### src/rtl/core/sra_pkg.sv
// sra_pkg: types and constants shared by the staging ring allocator
// holds action and status codes, controller state and command types
// no dependencies
`timescale 1ns / 1ps
`default_nettype none

package sra_pkg;

  localparam int unsigned ACT_W    = 2;
  localparam int unsigned SIZE_W   = 29;
  localparam int unsigned ALIGN_W  = 4;
  localparam int unsigned CAP_W    = 29;
  localparam int unsigned OFF_W    = 28;
  localparam int unsigned STATUS_W = 3;
  localparam int unsigned SLOT_W   = 6;

  localparam logic [CAP_W-1:0] CAP_RESET = CAP_W'(1024 * 1024);

  typedef enum logic [ACT_W-1:0] {
    ACT_ACQUIRE = 2'd0,
    ACT_FLUSH   = 2'd1,
    ACT_RETIRE  = 2'd2,
    ACT_NOP     = 2'd3
  } action_e;

  typedef enum logic [STATUS_W-1:0] {
    ST_OK             = 3'd0,
    ST_TOO_LARGE      = 3'd1,
    ST_NO_SPACE       = 3'd2,
    ST_NO_SLOT        = 3'd3,
    ST_NOTHING_FLUSH  = 3'd4,
    ST_NOTHING_RETIRE = 3'd5
  } status_e;

  typedef enum logic [1:0] {
    S_IDLE   = 2'd0,
    S_ALIGN  = 2'd1,
    S_DECIDE = 2'd2
  } ctrl_state_e;

  typedef struct packed {
    logic load_req;  // capture the incoming word
    logic align_en;  // register the aligned tail
    logic commit;    // update state and load the result register
  } ctrl_cmd_t;

endpackage

`default_nettype wire

### src/rtl/core/sra_ifs.sv
// sra_ifs: request and response channel interfaces of the staging ring allocator
// valid/ready handshake with the payload fields; depends on sra_pkg
`timescale 1ns / 1ps
`default_nettype none

interface sra_req_if;
  import sra_pkg::*;

  logic               valid;
  logic               ready;
  logic [ACT_W-1:0]   action;
  logic [SIZE_W-1:0]  req_size;
  logic [ALIGN_W-1:0] align_log2;

  modport source (output valid, action, req_size, align_log2, input ready);
  modport sink   (input valid, action, req_size, align_log2, output ready);
endinterface

interface sra_rsp_if;
  import sra_pkg::*;

  logic                valid;
  logic                ready;
  logic [OFF_W-1:0]    grant_offset;
  logic [STATUS_W-1:0] status;
  logic [SLOT_W-1:0]   slot_index;

  modport source (output valid, grant_offset, status, slot_index, input ready);
  modport sink   (input valid, grant_offset, status, slot_index, output ready);
endinterface

`default_nettype wire

### src/rtl/core/sra_ctrl.sv
// sra_ctrl: sequencing state machine of the staging ring allocator
// drives the handshakes and the datapath commands; depends on sra_pkg
`timescale 1ns / 1ps
`default_nettype none

module sra_ctrl (
  input  wire logic              clk_i,
  input  wire logic              rst_ni,
  input  wire logic              in_valid_i,
  output logic                   in_ready_o,
  output logic                   out_valid_o,
  input  wire logic              out_ready_i,
  output sra_pkg::ctrl_cmd_t     cmd_o
);
  import sra_pkg::*;

  ctrl_state_e state_q, state_d;
  logic        out_valid_q, out_valid_d;

  always_ff @(posedge clk_i or negedge rst_ni) begin
    if (!rst_ni) begin
      state_q     <= S_IDLE;
      out_valid_q <= 1'b0;
    end else begin
      state_q     <= state_d;
      out_valid_q <= out_valid_d;
    end
  end

  always_comb begin
    state_d    = state_q;
    cmd_o      = '0;
    in_ready_o = 1'b0;
    unique case (state_q)
      S_IDLE: begin
        in_ready_o = 1'b1;
        if (in_valid_i) begin
          cmd_o.load_req = 1'b1;
          state_d        = S_ALIGN;
        end
      end
      S_ALIGN: begin
        cmd_o.align_en = 1'b1;
        state_d        = S_DECIDE;
      end
      S_DECIDE: begin
        // result register must be free or draining this cycle
        if (!out_valid_q || out_ready_i) begin
          cmd_o.commit = 1'b1;
          state_d      = S_IDLE;
        end
      end
      default: state_d = S_IDLE;
    endcase
  end

  always_comb begin
    if (cmd_o.commit) begin
      out_valid_d = 1'b1;
    end else if (out_ready_i) begin
      out_valid_d = 1'b0;
    end else begin
      out_valid_d = out_valid_q;
    end
  end

  assign out_valid_o = out_valid_q;

  a_commit_no_overwrite: assert property (@(posedge clk_i) disable iff (!rst_ni)
    cmd_o.commit |-> (!out_valid_q || out_ready_i))
    else $error("result overwritten while still held");

  a_commit_shows_result: assert property (@(posedge clk_i) disable iff (!rst_ni)
    cmd_o.commit |=> out_valid_q)
    else $error("committed result not presented");

  a_load_then_align: assert property (@(posedge clk_i) disable iff (!rst_ni)
    cmd_o.load_req |=> (state_q == S_ALIGN))
    else $error("accepted word not taken to alignment");

endmodule

`default_nettype wire

### src/rtl/core/sra_dp.sv
// sra_dp: pointers, batch slot memory, capacity register and result register
// executes one word per commit from sra_ctrl; depends on sra_pkg
`timescale 1ns / 1ps
`default_nettype none

module sra_dp #(
  parameter int unsigned NUM_SLOTS = 4,
  parameter int unsigned PTR_WIDTH = 29
) (
  input  wire logic                           clk_i,
  input  wire logic                           rst_ni,
  input  wire logic                           cfg_we_i,
  input  wire logic [sra_pkg::CAP_W-1:0]      cfg_wdata_i,
  input  wire sra_pkg::ctrl_cmd_t             cmd_i,
  input  wire logic [sra_pkg::ACT_W-1:0]      action_i,
  input  wire logic [sra_pkg::SIZE_W-1:0]     req_size_i,
  input  wire logic [sra_pkg::ALIGN_W-1:0]    align_log2_i,
  output logic [sra_pkg::OFF_W-1:0]           grant_offset_o,
  output logic [sra_pkg::STATUS_W-1:0]        status_o,
  output logic [sra_pkg::SLOT_W-1:0]          slot_index_o
);
  import sra_pkg::*;

  localparam int unsigned SI_W   = (NUM_SLOTS > 1) ? $clog2(NUM_SLOTS) : 1;
  localparam int unsigned CNT_W  = $clog2(NUM_SLOTS + 1);
  localparam int unsigned PW_MAX = (PTR_WIDTH > CAP_W) ? PTR_WIDTH : CAP_W;
  // wide enough for tail plus alignment plus size without wrapping
  localparam int unsigned EW     = PW_MAX + 2;
  localparam logic [SI_W-1:0]  LAST_SLOT = SI_W'(NUM_SLOTS - 1);
  localparam logic [CNT_W-1:0] FULL_CNT  = CNT_W'(NUM_SLOTS);

  // architectural state
  logic [CAP_W-1:0]     cap_q;
  logic [PTR_WIDTH-1:0] head_q, tail_q, bstart_q;
  logic                 bopen_q;
  logic [SI_W-1:0]      open_slot_q, oldest_q;
  logic [CNT_W-1:0]     pending_q;

  // captured request and aligned tail
  action_e              act_q;
  logic [SIZE_W-1:0]    size_q;
  logic [ALIGN_W-1:0]   alog_q;
  logic [EW-1:0]        cand_q;

  // batch slot memory: start in the upper half, end in the lower half
  logic [2*PTR_WIDTH-1:0] slot_mem [NUM_SLOTS];
  logic [2*PTR_WIDTH-1:0] slot_rd_q;

  // result register
  logic [OFF_W-1:0]    off_out_q;
  status_e             status_q;
  logic [SLOT_W-1:0]   slot_out_q;

  logic [EW-1:0] amask, cand_d;
  logic [EW-1:0] size_e, cap_e, head_e, tail_e, sum;
  logic          fit_cand, fits, idle_ring, acq_ok, wrap_fit;
  logic [EW-1:0] offset;
  logic [PTR_WIDTH-1:0] new_tail, rd_start, rd_end;
  logic [SI_W-1:0] open_next, oldest_next;
  logic [OFF_W-1:0] off_d;
  status_e          status_d;
  logic [SI_W-1:0]  slot_d;

  always_ff @(posedge clk_i) begin
    if (cmd_i.load_req) begin
      act_q  <= action_e'(action_i);
      size_q <= req_size_i;
      alog_q <= align_log2_i;
    end
    if (cmd_i.align_en) begin
      cand_q <= cand_d;
    end
  end

  assign amask  = ~({EW{1'b1}} << alog_q);
  assign tail_e = EW'(tail_q);
  assign cand_d = (tail_e + amask) & ~amask;

  always_ff @(posedge clk_i) begin
    slot_rd_q <= slot_mem[oldest_q];
    if (cmd_i.commit && act_q == ACT_FLUSH && bopen_q) begin
      slot_mem[open_slot_q] <= {bstart_q, tail_q};
    end
  end

  assign rd_start = slot_rd_q[2*PTR_WIDTH-1:PTR_WIDTH];
  assign rd_end   = slot_rd_q[PTR_WIDTH-1:0];

  assign size_e    = EW'(size_q);
  assign cap_e     = EW'(cap_q);
  assign head_e    = EW'(head_q);
  assign sum       = cand_q + size_e;
  assign idle_ring = (pending_q == '0) && !bopen_q;
  assign open_next   = (open_slot_q == LAST_SLOT) ? '0 : open_slot_q + 1'b1;
  assign oldest_next = (oldest_q == LAST_SLOT) ? '0 : oldest_q + 1'b1;

  // placement decision for an acquire
  always_comb begin
    wrap_fit = 1'b0;
    if (head_q <= tail_q) begin
      fit_cand = (sum <= cap_e);
      wrap_fit = (size_e < head_e);
      fits     = fit_cand || wrap_fit;
    end else begin
      fit_cand = (sum < head_e);
      fits     = fit_cand;
    end
    offset   = fit_cand ? cand_q : '0;
    new_tail = fit_cand ? PTR_WIDTH'(sum) : PTR_WIDTH'(size_e);
    acq_ok   = (size_q <= cap_q) && !(!bopen_q && pending_q == FULL_CNT)
               && (fits || idle_ring);
  end

  always_comb begin
    off_d    = '0;
    status_d = ST_OK;
    slot_d   = open_slot_q;
    unique case (act_q)
      ACT_ACQUIRE: begin
        if (size_q > cap_q) begin
          status_d = ST_TOO_LARGE;
        end else if (!bopen_q && pending_q == FULL_CNT) begin
          status_d = ST_NO_SLOT;
        end else if (!fits && !idle_ring) begin
          status_d = ST_NO_SPACE;
        end else begin
          off_d = OFF_W'(offset);
        end
      end
      ACT_FLUSH: begin
        if (!bopen_q) begin
          status_d = ST_NOTHING_FLUSH;
        end
      end
      ACT_RETIRE: begin
        if (pending_q == '0) begin
          status_d = ST_NOTHING_RETIRE;
        end else begin
          slot_d = oldest_q;
        end
      end
      default: ;
    endcase
  end

  always_ff @(posedge clk_i or negedge rst_ni) begin
    if (!rst_ni) begin
      cap_q       <= CAP_RESET;
      head_q      <= '0;
      tail_q      <= '0;
      bstart_q    <= '0;
      bopen_q     <= 1'b0;
      open_slot_q <= '0;
      oldest_q    <= '0;
      pending_q   <= '0;
    end else begin
      if (cfg_we_i) begin
        cap_q <= cfg_wdata_i;
      end
      if (cmd_i.commit) begin
        case (act_q)
          ACT_ACQUIRE: begin
            if (acq_ok) begin
              // an idle ring that cannot place the word restarts at offset zero
              if (!fits) begin
                head_q <= '0;
              end
              if (!bopen_q) begin
                bstart_q <= PTR_WIDTH'(offset);
                bopen_q  <= 1'b1;
              end
              tail_q <= new_tail;
            end
          end
          ACT_FLUSH: begin
            if (bopen_q) begin
              bopen_q     <= 1'b0;
              pending_q   <= pending_q + 1'b1;
              open_slot_q <= open_next;
            end
          end
          ACT_RETIRE: begin
            if (pending_q != '0) begin
              // an empty batch leaves the head where it is
              if (rd_start != rd_end) begin
                head_q <= rd_end;
              end
              pending_q <= pending_q - 1'b1;
              oldest_q  <= oldest_next;
            end
          end
          default: ;
        endcase
      end
    end
  end

  always_ff @(posedge clk_i) begin
    if (cmd_i.commit) begin
      off_out_q  <= off_d;
      status_q   <= status_d;
      slot_out_q <= SLOT_W'(slot_d);
    end
  end

  assign grant_offset_o = off_out_q;
  assign status_o       = status_q;
  assign slot_index_o   = slot_out_q;

  a_pending_bounded: assert property (@(posedge clk_i) disable iff (!rst_ni)
    pending_q <= FULL_CNT)
    else $error("more batches pending than slots");

  a_flush_closes: assert property (@(posedge clk_i) disable iff (!rst_ni)
    (cmd_i.commit && act_q == ACT_FLUSH && bopen_q) |=> !bopen_q)
    else $error("flush left the batch open");

  a_retire_advances: assert property (@(posedge clk_i) disable iff (!rst_ni)
    (cmd_i.commit && act_q == ACT_RETIRE && pending_q != '0)
    |=> (pending_q == $past(pending_q) - 1'b1))
    else $error("retire did not release a batch");

endmodule

`default_nettype wire

### src/rtl/core/staging_ring_allocator.sv
// staging_ring_allocator: top level of the circular staging buffer allocator
// joins sra_ctrl and sra_dp to the channels; depends on sra_pkg and sra_ifs
//
// usage: each request word carries an action (acquire, flush, retire or no
// operation), a size and an alignment; each produces exactly one response word
// with the granted offset, a status code and a slot index
// the capacity register is to be written through cfg_we_i / cfg_wdata_i only
// while idle; the block does not enforce this; it resets to one megabyte
// sequence: a word accepted on req_i passes the align and decide steps and
// shows on rsp_o in the cycle after its decision; the controller takes a
// new word only after the accept, align and decide steps of the last one
// (the aligned tail is registered before the fit check)
// the block accepts a new word while a response still waits on rsp_o; if the
// receiver stalls, that next word is held at its decide step until the
// response register frees
// reset clears pointers, batch state and counters; the slot memory is not
// cleared, only flushed slots are ever used
`timescale 1ns / 1ps
`default_nettype none

module staging_ring_allocator #(
  parameter int unsigned NUM_SLOTS = 4,
  parameter int unsigned PTR_WIDTH = 29
) (
  input  wire logic                      clk_i,
  input  wire logic                      rst_ni,
  input  wire logic                      cfg_we_i,
  input  wire logic [sra_pkg::CAP_W-1:0] cfg_wdata_i,
  sra_req_if.sink                        req_i,
  sra_rsp_if.source                      rsp_o
);
  import sra_pkg::*;

  ctrl_cmd_t cmd;

  sra_ctrl u_ctrl (
    .clk_i       (clk_i),
    .rst_ni      (rst_ni),
    .in_valid_i  (req_i.valid),
    .in_ready_o  (req_i.ready),
    .out_valid_o (rsp_o.valid),
    .out_ready_i (rsp_o.ready),
    .cmd_o       (cmd)
  );

  sra_dp #(
    .NUM_SLOTS (NUM_SLOTS),
    .PTR_WIDTH (PTR_WIDTH)
  ) u_dp (
    .clk_i          (clk_i),
    .rst_ni         (rst_ni),
    .cfg_we_i       (cfg_we_i),
    .cfg_wdata_i    (cfg_wdata_i),
    .cmd_i          (cmd),
    .action_i       (req_i.action),
    .req_size_i     (req_i.req_size),
    .align_log2_i   (req_i.align_log2),
    .grant_offset_o (rsp_o.grant_offset),
    .status_o       (rsp_o.status),
    .slot_index_o   (rsp_o.slot_index)
  );

endmodule

`default_nettype wire

### src/flat_wrapper.sv
// flat-port wrapper written by rule: the top's interface ports become plain ports
module staging_ring_allocator_flat import sra_pkg::*;
#(
  parameter int unsigned NUM_SLOTS = 4,
  parameter int unsigned PTR_WIDTH = 29
)
  (clk_i, rst_ni, cfg_we_i, cfg_wdata_i, req_i_valid, req_i_action, req_i_req_size, req_i_align_log2, req_i_ready, rsp_o_valid, rsp_o_grant_offset, rsp_o_status, rsp_o_slot_index, rsp_o_ready);
  sra_req_if req_i_i ();
  sra_rsp_if rsp_o_i ();
  input  wire logic clk_i;
  input  wire logic rst_ni;
  input  wire logic cfg_we_i;
  input  wire logic [sra_pkg::CAP_W-1:0] cfg_wdata_i;
  input wire logic [$bits(req_i_i.valid)-1:0] req_i_valid;
  input wire logic [$bits(req_i_i.action)-1:0] req_i_action;
  input wire logic [$bits(req_i_i.req_size)-1:0] req_i_req_size;
  input wire logic [$bits(req_i_i.align_log2)-1:0] req_i_align_log2;
  output wire logic [$bits(req_i_i.ready)-1:0] req_i_ready;
  output wire logic [$bits(rsp_o_i.valid)-1:0] rsp_o_valid;
  output wire logic [$bits(rsp_o_i.grant_offset)-1:0] rsp_o_grant_offset;
  output wire logic [$bits(rsp_o_i.status)-1:0] rsp_o_status;
  output wire logic [$bits(rsp_o_i.slot_index)-1:0] rsp_o_slot_index;
  input wire logic [$bits(rsp_o_i.ready)-1:0] rsp_o_ready;
  assign req_i_i.valid = req_i_valid;
  assign req_i_i.action = req_i_action;
  assign req_i_i.req_size = req_i_req_size;
  assign req_i_i.align_log2 = req_i_align_log2;
  assign req_i_ready = req_i_i.ready;
  assign rsp_o_valid = rsp_o_i.valid;
  assign rsp_o_grant_offset = rsp_o_i.grant_offset;
  assign rsp_o_status = rsp_o_i.status;
  assign rsp_o_slot_index = rsp_o_i.slot_index;
  assign rsp_o_i.ready = rsp_o_ready;
  staging_ring_allocator #(.NUM_SLOTS(NUM_SLOTS), .PTR_WIDTH(PTR_WIDTH)) u_core (.clk_i(clk_i), .rst_ni(rst_ni), .cfg_we_i(cfg_we_i), .cfg_wdata_i(cfg_wdata_i), .req_i(req_i_i), .rsp_o(rsp_o_i));
endmodule
### config.mk
export PLATFORM = sky130hd
export DESIGN_NAME = staging_ring_allocator_flat
export DESIGN_NICKNAME = d
export VERILOG_FILES = /design/src/rtl/core/sra_pkg.sv /design/src/rtl/core/sra_ifs.sv /design/src/rtl/core/sra_ctrl.sv /design/src/rtl/core/sra_dp.sv /design/src/rtl/core/staging_ring_allocator.sv /design/src/flat_wrapper.sv
export SDC_FILE = /design/constraint.sdc
export NUM_CORES = 1
export LEC_CHECK = 0
export ABC_CLOCK_PERIOD_IN_PS = 13650
export BUFFER_PORTS_ARGS = -buffer_cell sky130_fd_sc_hd__buf_4
export CORE_MARGIN = 2
export CORE_UTILIZATION = 30
export DETAILED_ROUTE_END_ITERATION = 7
export SLEW_MARGIN = 20
export SYNTH_ARGS = -nofsm -noshare
export SYNTH_HDL_FRONTEND = slang
export SYNTH_HIERARCHICAL = 1
export SYNTH_SLANG_ARGS = --single-unit
### constraint.sdc
create_clock -name clk_i -period 13.65 [get_ports clk_i]
set_clock_uncertainty 0.15 [all_clocks]
set_input_delay 2.0475 -clock clk_i [delete_from_list [all_inputs] [get_ports clk_i]]
set_output_delay 2.0475 -clock clk_i [all_outputs]
set_load 0.02 [all_outputs]
# Word-level counts from Yosys, hierarchy flattened
# Memory sizes are Yosys's and may differ from the RTL's. A register that Yosys moved wholly into a read port is not among the register bits.
# Cells that the tools add are included.
[totals] regBits=226 mem_bits_rw=232 inputBits=69 out_inout_bits=39 n_memories=1
[mem_list] name="u_core.u_dp.slot_mem" depth=4 width=58 read_ports=1 rd_clocked_by_memory_dff=1 write_ports=1 line="sra_dp.sv:46" source="logic [2*PTR_WIDTH-1:0] slot_mem [NUM_SLOTS];"
[op_classes] addsub=6 n_lt_le_gt_ge=6 eq_ne=15 n_shift=1 mux=37 bitwise_logic=5 n_reduce_logical=32
[ops] cell="$mux 29" count=6
[ops] cell="$not 31->31" count=2
[ops] cell="$le 29x29->1" count=2
[ops] cell="$pmux 29 s2" count=1
[ops] cell="$add 29x31->31" count=1
[ops] cell="$add 31x29->31" count=1
[ops] cell="$and 31x31->31" count=1
[ops] cell="$le 31x29->1" count=1
[ops] cell="$lt 31x29->1" count=1
[ops] cell="$shl 31x4->31 const A" count=1
[ops] cell="$gt 29x29->1" count=1
[ops] cell="$lt 29x29->1" count=1
[ops] cell="$ne 29x29->1" count=1
[ops] cell="$mux 2" count=9
[ops] cell="$ne 2x2->1 const B" count=7
[ops] cell="$mux 1" count=13
[ops] cell="$mux 3" count=4
[ops] cell="$reduce_and 3->1" count=4
[ops] cell="$pmux 3 s3" count=1
[ops] cell="$eq 2x2->1 const B" count=4
[ops] cell="$reduce_and 4->1" count=2
[ops] cell="$reduce_bool 2->1" count=4
[ops] cell="$logic_and 1x1->1" count=7
[ops] cell="$pmux 2 s3" count=1
[ops] cell="other kinds (16)" count=26

# Logic depth before layout (Yosys ltp)
# Gate-level depths: netlist of the first run.
[depth] depth_word=10 depth_mapped=23 depth_no_buf=21

# Hierarchy
# Netlist of the first run, hierarchy kept.
[modules_own_cells] mod="sra_dp" n_inst=1 cells_per_inst=1736 area_each_um2=23973.0 seq_area_each_um2=14174.8
[modules_own_cells] mod="sra_ctrl" n_inst=1 cells_per_inst=13 area_each_um2=140.1 seq_area_each_um2=75.1

# Least setup slack after synthesis of the first run
# No wires, ideal clock.
[synth_path] kind="input -> register" start="input rsp_o_ready" end="memory u_core/u_dp/slot_mem[0][0] (netlist name), enable pin" arrival_time_ps=4430 t_required_ps=13078 path_slack_ps=8648 cell_stages=6 path_buffers=2 cell_sequence="nand2b_1 -> nor2b_1 -> buf_4 -> and3_1 -> clkbuf_1 -> and2_1"
[synth_lines] element="start: declaration" line="flat_wrapper.sv:23" source="input wire logic [$bits(rsp_o_i.ready)-1:0] rsp_o_ready;"
[synth_lines] element="end: declaration" line="sra_dp.sv:46"

# Worst setup path after layout of the first run
[layout_path] start="register u_core.u_dp.size_q[6]" end="register u_core.u_dp.off_out_q[6], in the netlist u_core/u_dp/grant_offset_o[6] (data pin)"
[layout_via] elab_chain_cells=7 elab_cells_between_ends=12 classes_between="add/sub (1); order compare (4); mux (3); reduce/logical (4)"
[layout_rtl] element="start: declaration" line="sra_dp.sv:41" source="logic [SIZE_W-1:0] size_q;"
[layout_rtl] element="start signal: assignment" line="sra_dp.sv:67" source="size_q <= req_size_i;"
[layout_rtl] element="$add 31x29->31" line="sra_dp.sv:92" source="assign sum = cand_q + size_e;"
[layout_rtl] element="$le 31x29->1" line="sra_dp.sv:101" source="fit_cand = (sum <= cap_e);"
[layout_rtl] element="$logic_or 1x1->1" line="sra_dp.sv:103" source="fits = fit_cand || wrap_fit;"
[layout_rtl] element="$mux 1" line="sra_dp.sv:100" source="if (head_q <= tail_q) begin"
[layout_rtl] element="$logic_not 1->1"
[layout_rtl] element="$logic_and 1x1->1" line="sra_dp.sv:124" source="end else if (!fits && !idle_ring) begin"
[layout_rtl] element="$reduce_or 4->1 (no source line)"
[layout_rtl] element="end signal: assignment" line="sra_dp.sv:200" source="off_out_q <= off_d;"
[layout_rtl] element="end: declaration" line="sra_dp.sv:50" source="logic [OFF_W-1:0] off_out_q;"
# Several ways; a longest one is shown, not always the timed one.
# A chain may end at the register's enable or synchronous reset.

==> results.json, run 1 <==
{
  "status": "finished clean",
  "grt_max_degree": 75,
  "postSynthCellCount": 1749,
  "die-area_um2": 82700,
  "rsz0062_at_grt": "no",
  "io_buffers": 103,
  "ys_seq_elements": 515,
  "p_int_w": 0.00379,
  "fin_area_um2": 27900,
  "finalCritPeriodShare": 0.460,
  "clk_latency_ns": 0.62,
  "pin_count": 108,
  "cts_buffer_depth": 3,
  "hold_end": "u_core/u_dp/slot_mem[3][53]",
  "worstPathMaxFanout": 28,
  "cts_resized": 0,
  "synth_async_sr_flop_share": 0.247,
  "fin_setup_tns_ns": 0,
  "die_h_um": 288,
  "dr_total_vias": 14725,
  "holdCritStartpoint": "u_core/u_dp/bstart_q[24]",
  "antenna_left": 0,
  "reg2reg_slack_ns": 7.38,
  "areaGrowthSynthToFinish_pct": 15.6,
  "placed_area_um2": 26100,
  "post_drt_wl_per_cell_um": 21.4,
  "diodes": 0,
  "arrival_ns": 6.54,
  "gp_congestion": 0.896,
  "p_per_area_nw_per_um2": 214,
  "slew_headroom": 0.258,
  "post-cts-setup-buffers": 0,
  "post-route-util": 0.352,
  "htree_levels": 2,
  "final_common_cell": "edfxtp_1",
  "routed_wl_mm": 63.5,
  "sw_frac_of_total": 0.363,
  "antenna_found_initial": 0,
  "grt_pass1_vias": 15143,
  "finalHoldViolations": 0,
  "ys_seq_area_frac": 0.591,
  "num_rows": 103,
  "drt_iter0_drc": 1131,
  "postCtsHoldBufs": 0,
  "fmax_mhz": 159,
  "r2r-start": "u_core/u_dp/size_q[6]",
  "die_w_um": 288,
  "slew_violations": 0,
  "power.leakage_nw": 10.9,
  "cts-root-buf": "clkbuf_16",
  "yosysWarnings": 6,
  "synth.avg_cell_area_um2": 13.8,
  "start_util": 0.304,
  "track_usage": 0.154,
  "synth_edf_count": 330,
  "vdd_drop_max_v": 0.000119,
  "switchingPower_w": 0.00216,
  "drc_errors": 0,
  "cts_tree": "yes",
  "finalSetupViolCount": 0,
  "hpwl_mm": 45.3,
  "worstSetupStartpointType": "register",
  "whs_path_depth": 0,
  "rr_worst_depth": 19,
  "period_minus_slack_ns": 6.27,
  "crit_type": "reg2reg",
  "combPwrFrac": 0.349,
  "synthesis.area_um2": 24100,
  "end_kind": "register",
  "hp-class": "reg2reg",
  "clkPwrFrac": 0.246,
  "drive_gt1_frac": 0.156,
  "cts_buffers": 52,
  "gr-total-overflow": 0,
  "seq_power_share": 0.405,
  "final_nets": 2130,
  "cap_violations": 0,
  "cp.required_ns": 13.91,
  "r2r_end": "u_core/u_dp/grant_offset_o[6]",
  "clock_sinks": 515,
  "worst_pin_slew_ns": 1.11,
  "viasPerCell": 4.97,
  "grt_pass1_wl_mm": 95.6,
  "dr.pass1.iters": 5,
  "ys_types": 74,
  "path_clk_slew_ns": 0.06,
  "fp.coreArea_um2": 79300,
  "final_cell_mix": "edfxtp_1, ha_1, dfrtp_1",
  "synth_ff_type": "edfxtp_1"
}
==> worst max-delay path by stage <==
stage	startpoint	slack (ns)	depth (start not counted)	endpoint
2_1_floorplan	rsp_o_ready	8.65	6	u_core/u_dp/slot_mem[0][0]
3_3_place_gp	u_core/u_dp/size_q[2]	7.41	19	u_core/u_dp/grant_offset_o[6]
3_5_place_dp	u_core/u_dp/size_q[2]	7.33	19	u_core/u_dp/grant_offset_o[6]
4_1_cts	u_core/u_dp/size_q[2]	7.31	19	u_core/u_dp/grant_offset_o[6]
5_1_grt	u_core/u_dp/size_q[8]	6.86	19	u_core/u_dp/grant_offset_o[6]
6_report	u_core/u_dp/size_q[6]	7.38	19	u_core/u_dp/grant_offset_o[6]
==> power by group through the flow <==
stage	clock [W]	combinational, W	sequential, W
after floorplan	0	0.00152	0.00226
after global placement	0	0.00202	0.00245
after CTS	0.00150	0.00208	0.00243
after global routing	0.00156	0.00233	0.00245
after detailed placement	0	0.00206	0.00246
final	0.00147	0.00208	0.00241
==> synth_stat cells, drive strengths merged, types with 4 or more instances <==
| library cell | instances | area [um2] |
|---|---|---|
| o21ai | 82 | 418 |
| buf | 29 | 203 |
| mux2i | 57 | 583 |
| ha | 191 | 2390 |
| a32o | 29 | 290 |
| a31oi | 7 | 43.8 |
| nor2b | 19 | 121 |
| o21bai | 5 | 37.5 |
| xnor2 | 43 | 377 |
| or3 | 4 | 25.0 |
| and4 | 6 | 52.6 |
| nand2 | 92 | 348 |
| mux4 | 58 | 1310 |
| nand3 | 13 | 65.1 |
| a31o | 5 | 43.8 |
| a21oi | 87 | 450 |
| o21a | 16 | 120 |
| xor2 | 32 | 280 |
| clkbuf | 26 | 97.6 |
| nand2b | 7 | 43.8 |
| or2 | 5 | 31.3 |
| dfxtp | 58 | 1160 |
| inv | 108 | 405 |
| nand4 | 27 | 169 |
| nor3 | 23 | 115 |
| o211ai | 9 | 67.6 |
| edfxtp | 330 | 9910 |
| dfrtp | 126 | 3150 |
| nor2 | 60 | 230 |
| nor4 | 15 | 93.8 |
| a211oi | 12 | 100 |
| a22o | 29 | 254 |
| a21o | 52 | 390 |
| and2 | 36 | 225 |
| a211o | 6 | 52.6 |
| and3 | 12 | 75.1 |
==> kinds of logic (layout without fill, tap and decap cells) <==
family          count (synthesis)  in the layout  synth area share
compound gates                358            358             0.103
xor+xnor                       75             75            0.0272
fa+ha+maj                     194            194             0.102
buf+inv                       163            322            0.0293
flops                         515            515             0.591
mux                           118            118            0.0798
other cells                     1              4          0.000156
simple gates                  325            325            0.0683
==> worst max-delay path: stages, from the launching register on <==
cell      delay [ns]
edfxtp_1        0.46
ha_1            0.41
nand3_1         0.14
nor4_1          0.53
o21ai_1         0.25
a21oi_2         0.29
o21a_1          0.22
nand2_1         0.10
a21oi_1         0.17
xor2_1          0.35
ha_1            0.20
and4_1          0.19
nand3_1         0.13
nor3_1          0.40
and4_1          0.32
a21oi_1         0.06
mux2i_1         0.48
nand2_2         0.20
nor2_4          0.64
and2_1          0.38
==> state kept, by name, indices dropped and copies added (netlist names), 4 cells and up <==
name and cells:
u_core/u_dp/slot_mem 232, u_core/u_dp/cand_q 30, u_core/u_dp/slot_rd_q 58, u_core/u_dp/head_q 29, u_core/u_dp/alog_q 4, u_core/u_dp/tail_q 29, u_core/u_dp/cap_q 29, u_core/u_dp/bstart_q 29
u_core/u_dp/size_q 29, u_core/u_dp/grant_offset_o 28
==> metrics by stage <==
| step | setup slack, ns | total power (W) | hold slack, ns | cells |
|---|---|---|---|---|
| finish | 7.38 | 0.00595 | 0.362 | 2961 |
| CTS | 7.31 | 0.00601 | 0.369 | 2960 |
| floorplan | 8.65 | 0.00378 | 0.326 | 1752 |
| global route | 6.86 | 0.00634 | 0.385 | 2961 |
| global placement | 7.41 | 0.00446 | 0.343 | 2862 |
| detailed placement | 7.33 | 0.00452 | 0.358 | 2862 |
==> per-layer routing <==
layer,GRT usage,vias to the layer above,part of all wire
li1,-,6852,-
met1,0.199,7454,0.42
met2,0.269,344,0.51
met3,0.0227,75,0.047
met4,0.0408,0,0.021
met5,0,-,0
==> area by class of cell <==
| type | instances | area, um2 |
|---|---|---|
| fill | 7618 | 51400 |
| sequential | 515 | 14300 |
| multi-input combinational | 1074 | 9240 |
| clock buffer | 69 | 1450 |
| tap | 1050 | 1310 |
| timing repair buffer | 116 | 895 |
| inverter | 108 | 405 |
| clock inverter | 29 | 317 |
Note: power is estimated with default switching activity, not from simulation.
==> inputs of run 2 (changes only) <==
- ABC_AREA: default -> 1
- ABC_CLOCK_PERIOD_IN_PS: 13650 -> 6200
- clock period: 13.65 -> 6.2 ns (I/O delays scaled with it)
==> run 2 against run 1 <==
Compared with the run above:
- clock-buffer cell count grew 8
- die area grew 4.8%
- final cell count grew 28%
- sequential power grew 110%
- global-route usage grew 0.12 points
- register-to-register slack lost 6.7 ns
- first-iteration DRC count grew 21%
- hold slack lost 0.16 ns
- sequential share of layout area shrank 2.4 points
- synthesized cell count grew 47%
- maximum frequency grew 15%
==> results.json, run 2 <==
{
  "combPwrFrac": 0.391,
  "antenna_left": 0,
  "rsz0062_at_grt": "no",
  "hp-class": "in2async",
  "viasPerCell": 4.79,
  "power.leakage_nw": 12.6,
  "die_w_um": 294,
  "clkPwrFrac": 0.253,
  "placed_area_um2": 27300,
  "synth_compound_area_frac": 0.0985,
  "die-area_um2": 86700,
  "antenna_found_initial": 0,
  "yosys.area.top_type_share": 0.392,
  "post-route-util": 0.350,
  "period_minus_slack_ns": 5.48,
  "cts_buffers": 56,
  "grt_max_degree": 97,
  "drt_iter0_drc": 1373,
  "slowest_stage": "edfxtp_1",
  "slowest_delay_ns": 0.46,
  "p_int_w": 0.00831,
  "fin_setup_tns_ns": 0,
  "io_buffers": 103,
  "yosys.area_share.simple": 0.165,
  "arrival_ns": 5.88,
  "cts_buffer_depth": 3,
  "pin_count": 108,
  "post-cts-setup-buffers": 0,
  "fp.coreArea_um2": 83600,
  "cap_violations": 0,
  "hpwl_mm": 48.2,
  "nFillCells": 8432,
  "rr_worst_depth": 29,
  "end_kind": "register",
  "synth_edf_count": 330,
  "seq_power_share": 0.356,
  "num_rows": 106,
  "path_clk_slew_ns": 0.07,
  "postCtsHoldBufs": 0,
  "routed_wl_mm": 67.7,
  "synthMuxAreaShare": 0.000445,
  "vdd_drop_max_v": 0.000414,
  "dr.pass1.iters": 5,
  "largest_register": "u_core/u_dp/slot_mem",
  "clk_latency_ns": 0.64,
  "dp_cells": 3698,
  "finalHoldViolations": 0,
  "reg2reg_slack_ns": 0.72,
  "start_util": 0.303,
  "r2r-start": "u_core/u_dp/size_q[2]",
  "yosysWarnings": 6,
  "synthTopCellsByCount": "nand2_1, edfxtp_1, inv_1, nor2_1, o21ai_0",
  "grt_pass1_wl_mm": 103,
  "cts_tree": "yes",
  "ys_seq_area_frac": 0.563,
  "synthAdderAreaFrac": 0.0968,
  "drive_gt1_frac": 0.101,
  "yosysMostFrequentCell": "nand2_1",
  "fin_area_um2": 29200,
  "slew_headroom": 0.293,
  "postSynthCellCount": 2574,
  "hold_slack_ns": 0.202,
  "areaGrowthSynthToFinish_pct": 15.6,
  "synthTopCellsByArea": "edfxtp_1, dfrtp_1, ha_1, nand2_1, dfxtp_1",
  "final_common_cell": "nand2_1",
  "cp.required_ns": 6.61,
  "grt_pass1_vias": 17373,
  "slew_violations": 0,
  "synth_ff_type": "edfxtp_1",
  "worst_path_most_repeated_cell": "nand2_1",
  "crit_type": "reg2reg",
  "synth_xor_area_frac": 0.0180,
  "r2r_end": "u_core/u_dp/bstart_q[2]",
  "sw_frac_of_total": 0.409,
  "final-instance-count-excl-fill": 3804,
  "cts-root-buf": "clkbuf_16",
  "synth_top_family_by_area": "simple AND/OR/NAND/NOR gates",
  "diodes": 0,
  "dr_total_vias": 18238,
  "worstSetupStartpointType": "register",
  "final_nets": 2939,
  "largest_reg_flops": 232,
  "reg.largest.list": "u_core/u_dp/slot_mem x232, u_core/u_dp/slot_rd_q x58, u_core/u_dp/cand_q x30",
  "final_cell_mix": "nand2_1, edfxtp_1, inv_1",
  "track_usage": 0.155,
  "gp_congestion": 0.910,
  "ys_seq_elements": 515,
  "worst_pin_slew_ns": 1.06,
  "ys_types": 60,
  "synth.avg_cell_area_um2": 9.83,
  "gr-total-overflow": 0,
  "fmax_mhz": 183,
  "drc_errors": 0,
  "synthesis.area_um2": 25300,
  "status": "finished clean",
  "p_per_area_nw_per_um2": 481,
  "htree_levels": 2,
  "finalCritPeriodShare": 0.883,
  "yosys.area.top_type": "edfxtp_1",
  "die_h_um": 294,
  "post_drt_wl_per_cell_um": 17.8,
  "worstPathMaxFanout": 29,
  "synth_async_sr_flop_share": 0.247,
  "finalSetupViolCount": 0,
  "cts_resized": 0,
  "clock_sinks": 515,
  "switchingPower_w": 0.00575
}
run 2: cell count changes after synthesis, sizes merged, moves of 62 or more:
cell   delta
nor2    +201
nand2   +471
inv     +161
nand3    +71
o22ai    +62
o21ai   +115
run 2: through the flow:
step | total power (W) | worst slack [ns]
final | 0.0141 | 0.723
after global routing | 0.0151 | 0.0854
after CTS | 0.0141 | 0.554
after detailed placement | 0.0105 | 0.607
after global placement | 0.0105 | 0.733
after floorplan | 0.00875 | 1.12
run 2: routing by layer:
metal  GRT usage  vias to the layer above  wire (um)  part of all wire
met2       0.253                      461      31000              0.46
li1            -                     8973          -                 -
met1       0.212                     8697      31200              0.46
met5           0                        -          0                 0
met3      0.0230                      107       3460             0.051
met4      0.0504                        0       2050             0.030
run 2: how the worst max path moves through the flow:
stage               slack, ns                  start                          to
finish                   0.72  u_core/u_dp/size_q[2]     u_core/u_dp/bstart_q[2]
global route             0.09  u_core/u_dp/size_q[2]    u_core/u_dp/bstart_q[14]
CTS                      0.55  u_core/u_dp/size_q[2]    u_core/u_dp/bstart_q[20]
detailed placement       0.61  u_core/u_dp/size_q[2]     u_core/u_dp/bstart_q[5]
global placement         0.73  u_core/u_dp/size_q[4]     u_core/u_dp/bstart_q[5]
floorplan                1.12            rsp_o_ready  u_core/u_dp/slot_mem[0][0]
run 2: cell families (layout without fill, tap and decap cells):
logic type | Yosys count | in the layout
and+or+nand+nor | 1009 | 1009
DFF | 515 | 515
AOI/OAI and AO/OA | 442 | 442
buffers and inverters | 360 | 507
adders and majority gates | 194 | 194
xor gates and xnor gates | 52 | 52
other | 1 | 4
muxes | 1 | 1
run 2: area by class of cell:
class	count	area (um2)	share of cell area
timing repair buffer	130	980	0.0335
inverter	271	1020	0.0348
multi-input combinational	1702	9660	0.331
tap	1080	1350	0.0462
clock inverter	29	392	0.0134
clock buffer	77	1580	0.0541
sequential	515	14300	0.487
run 2: power groups by stage:
| stage | Sequential, W | Clock [W] | Combinational, W |
|---|---|---|---|
| after global placement | 0.00506 | 0 | 0.00543 |
| after floorplan | 0.00481 | 0 | 0.00393 |
| after CTS | 0.00500 | 0.00364 | 0.00550 |
| final | 0.00501 | 0.00356 | 0.00550 |
| after global routing | 0.00508 | 0.00378 | 0.00621 |
| after detailed placement | 0.00506 | 0 | 0.00547 |
run 2: critical path: cells and delay by family (launching register included):
| kind | cells | cell delay, ns |
|---|---|---|
| AO/OA/AOI/OAI | 4 | 0.92 |
| adder cells (fa/ha/maj) | 2 | 0.71 |
| AND/OR/NAND/NOR | 20 | 2.38 |
| flip-flops | 1 | 0.46 |
| buffers and inverters | 3 | 0.74 |
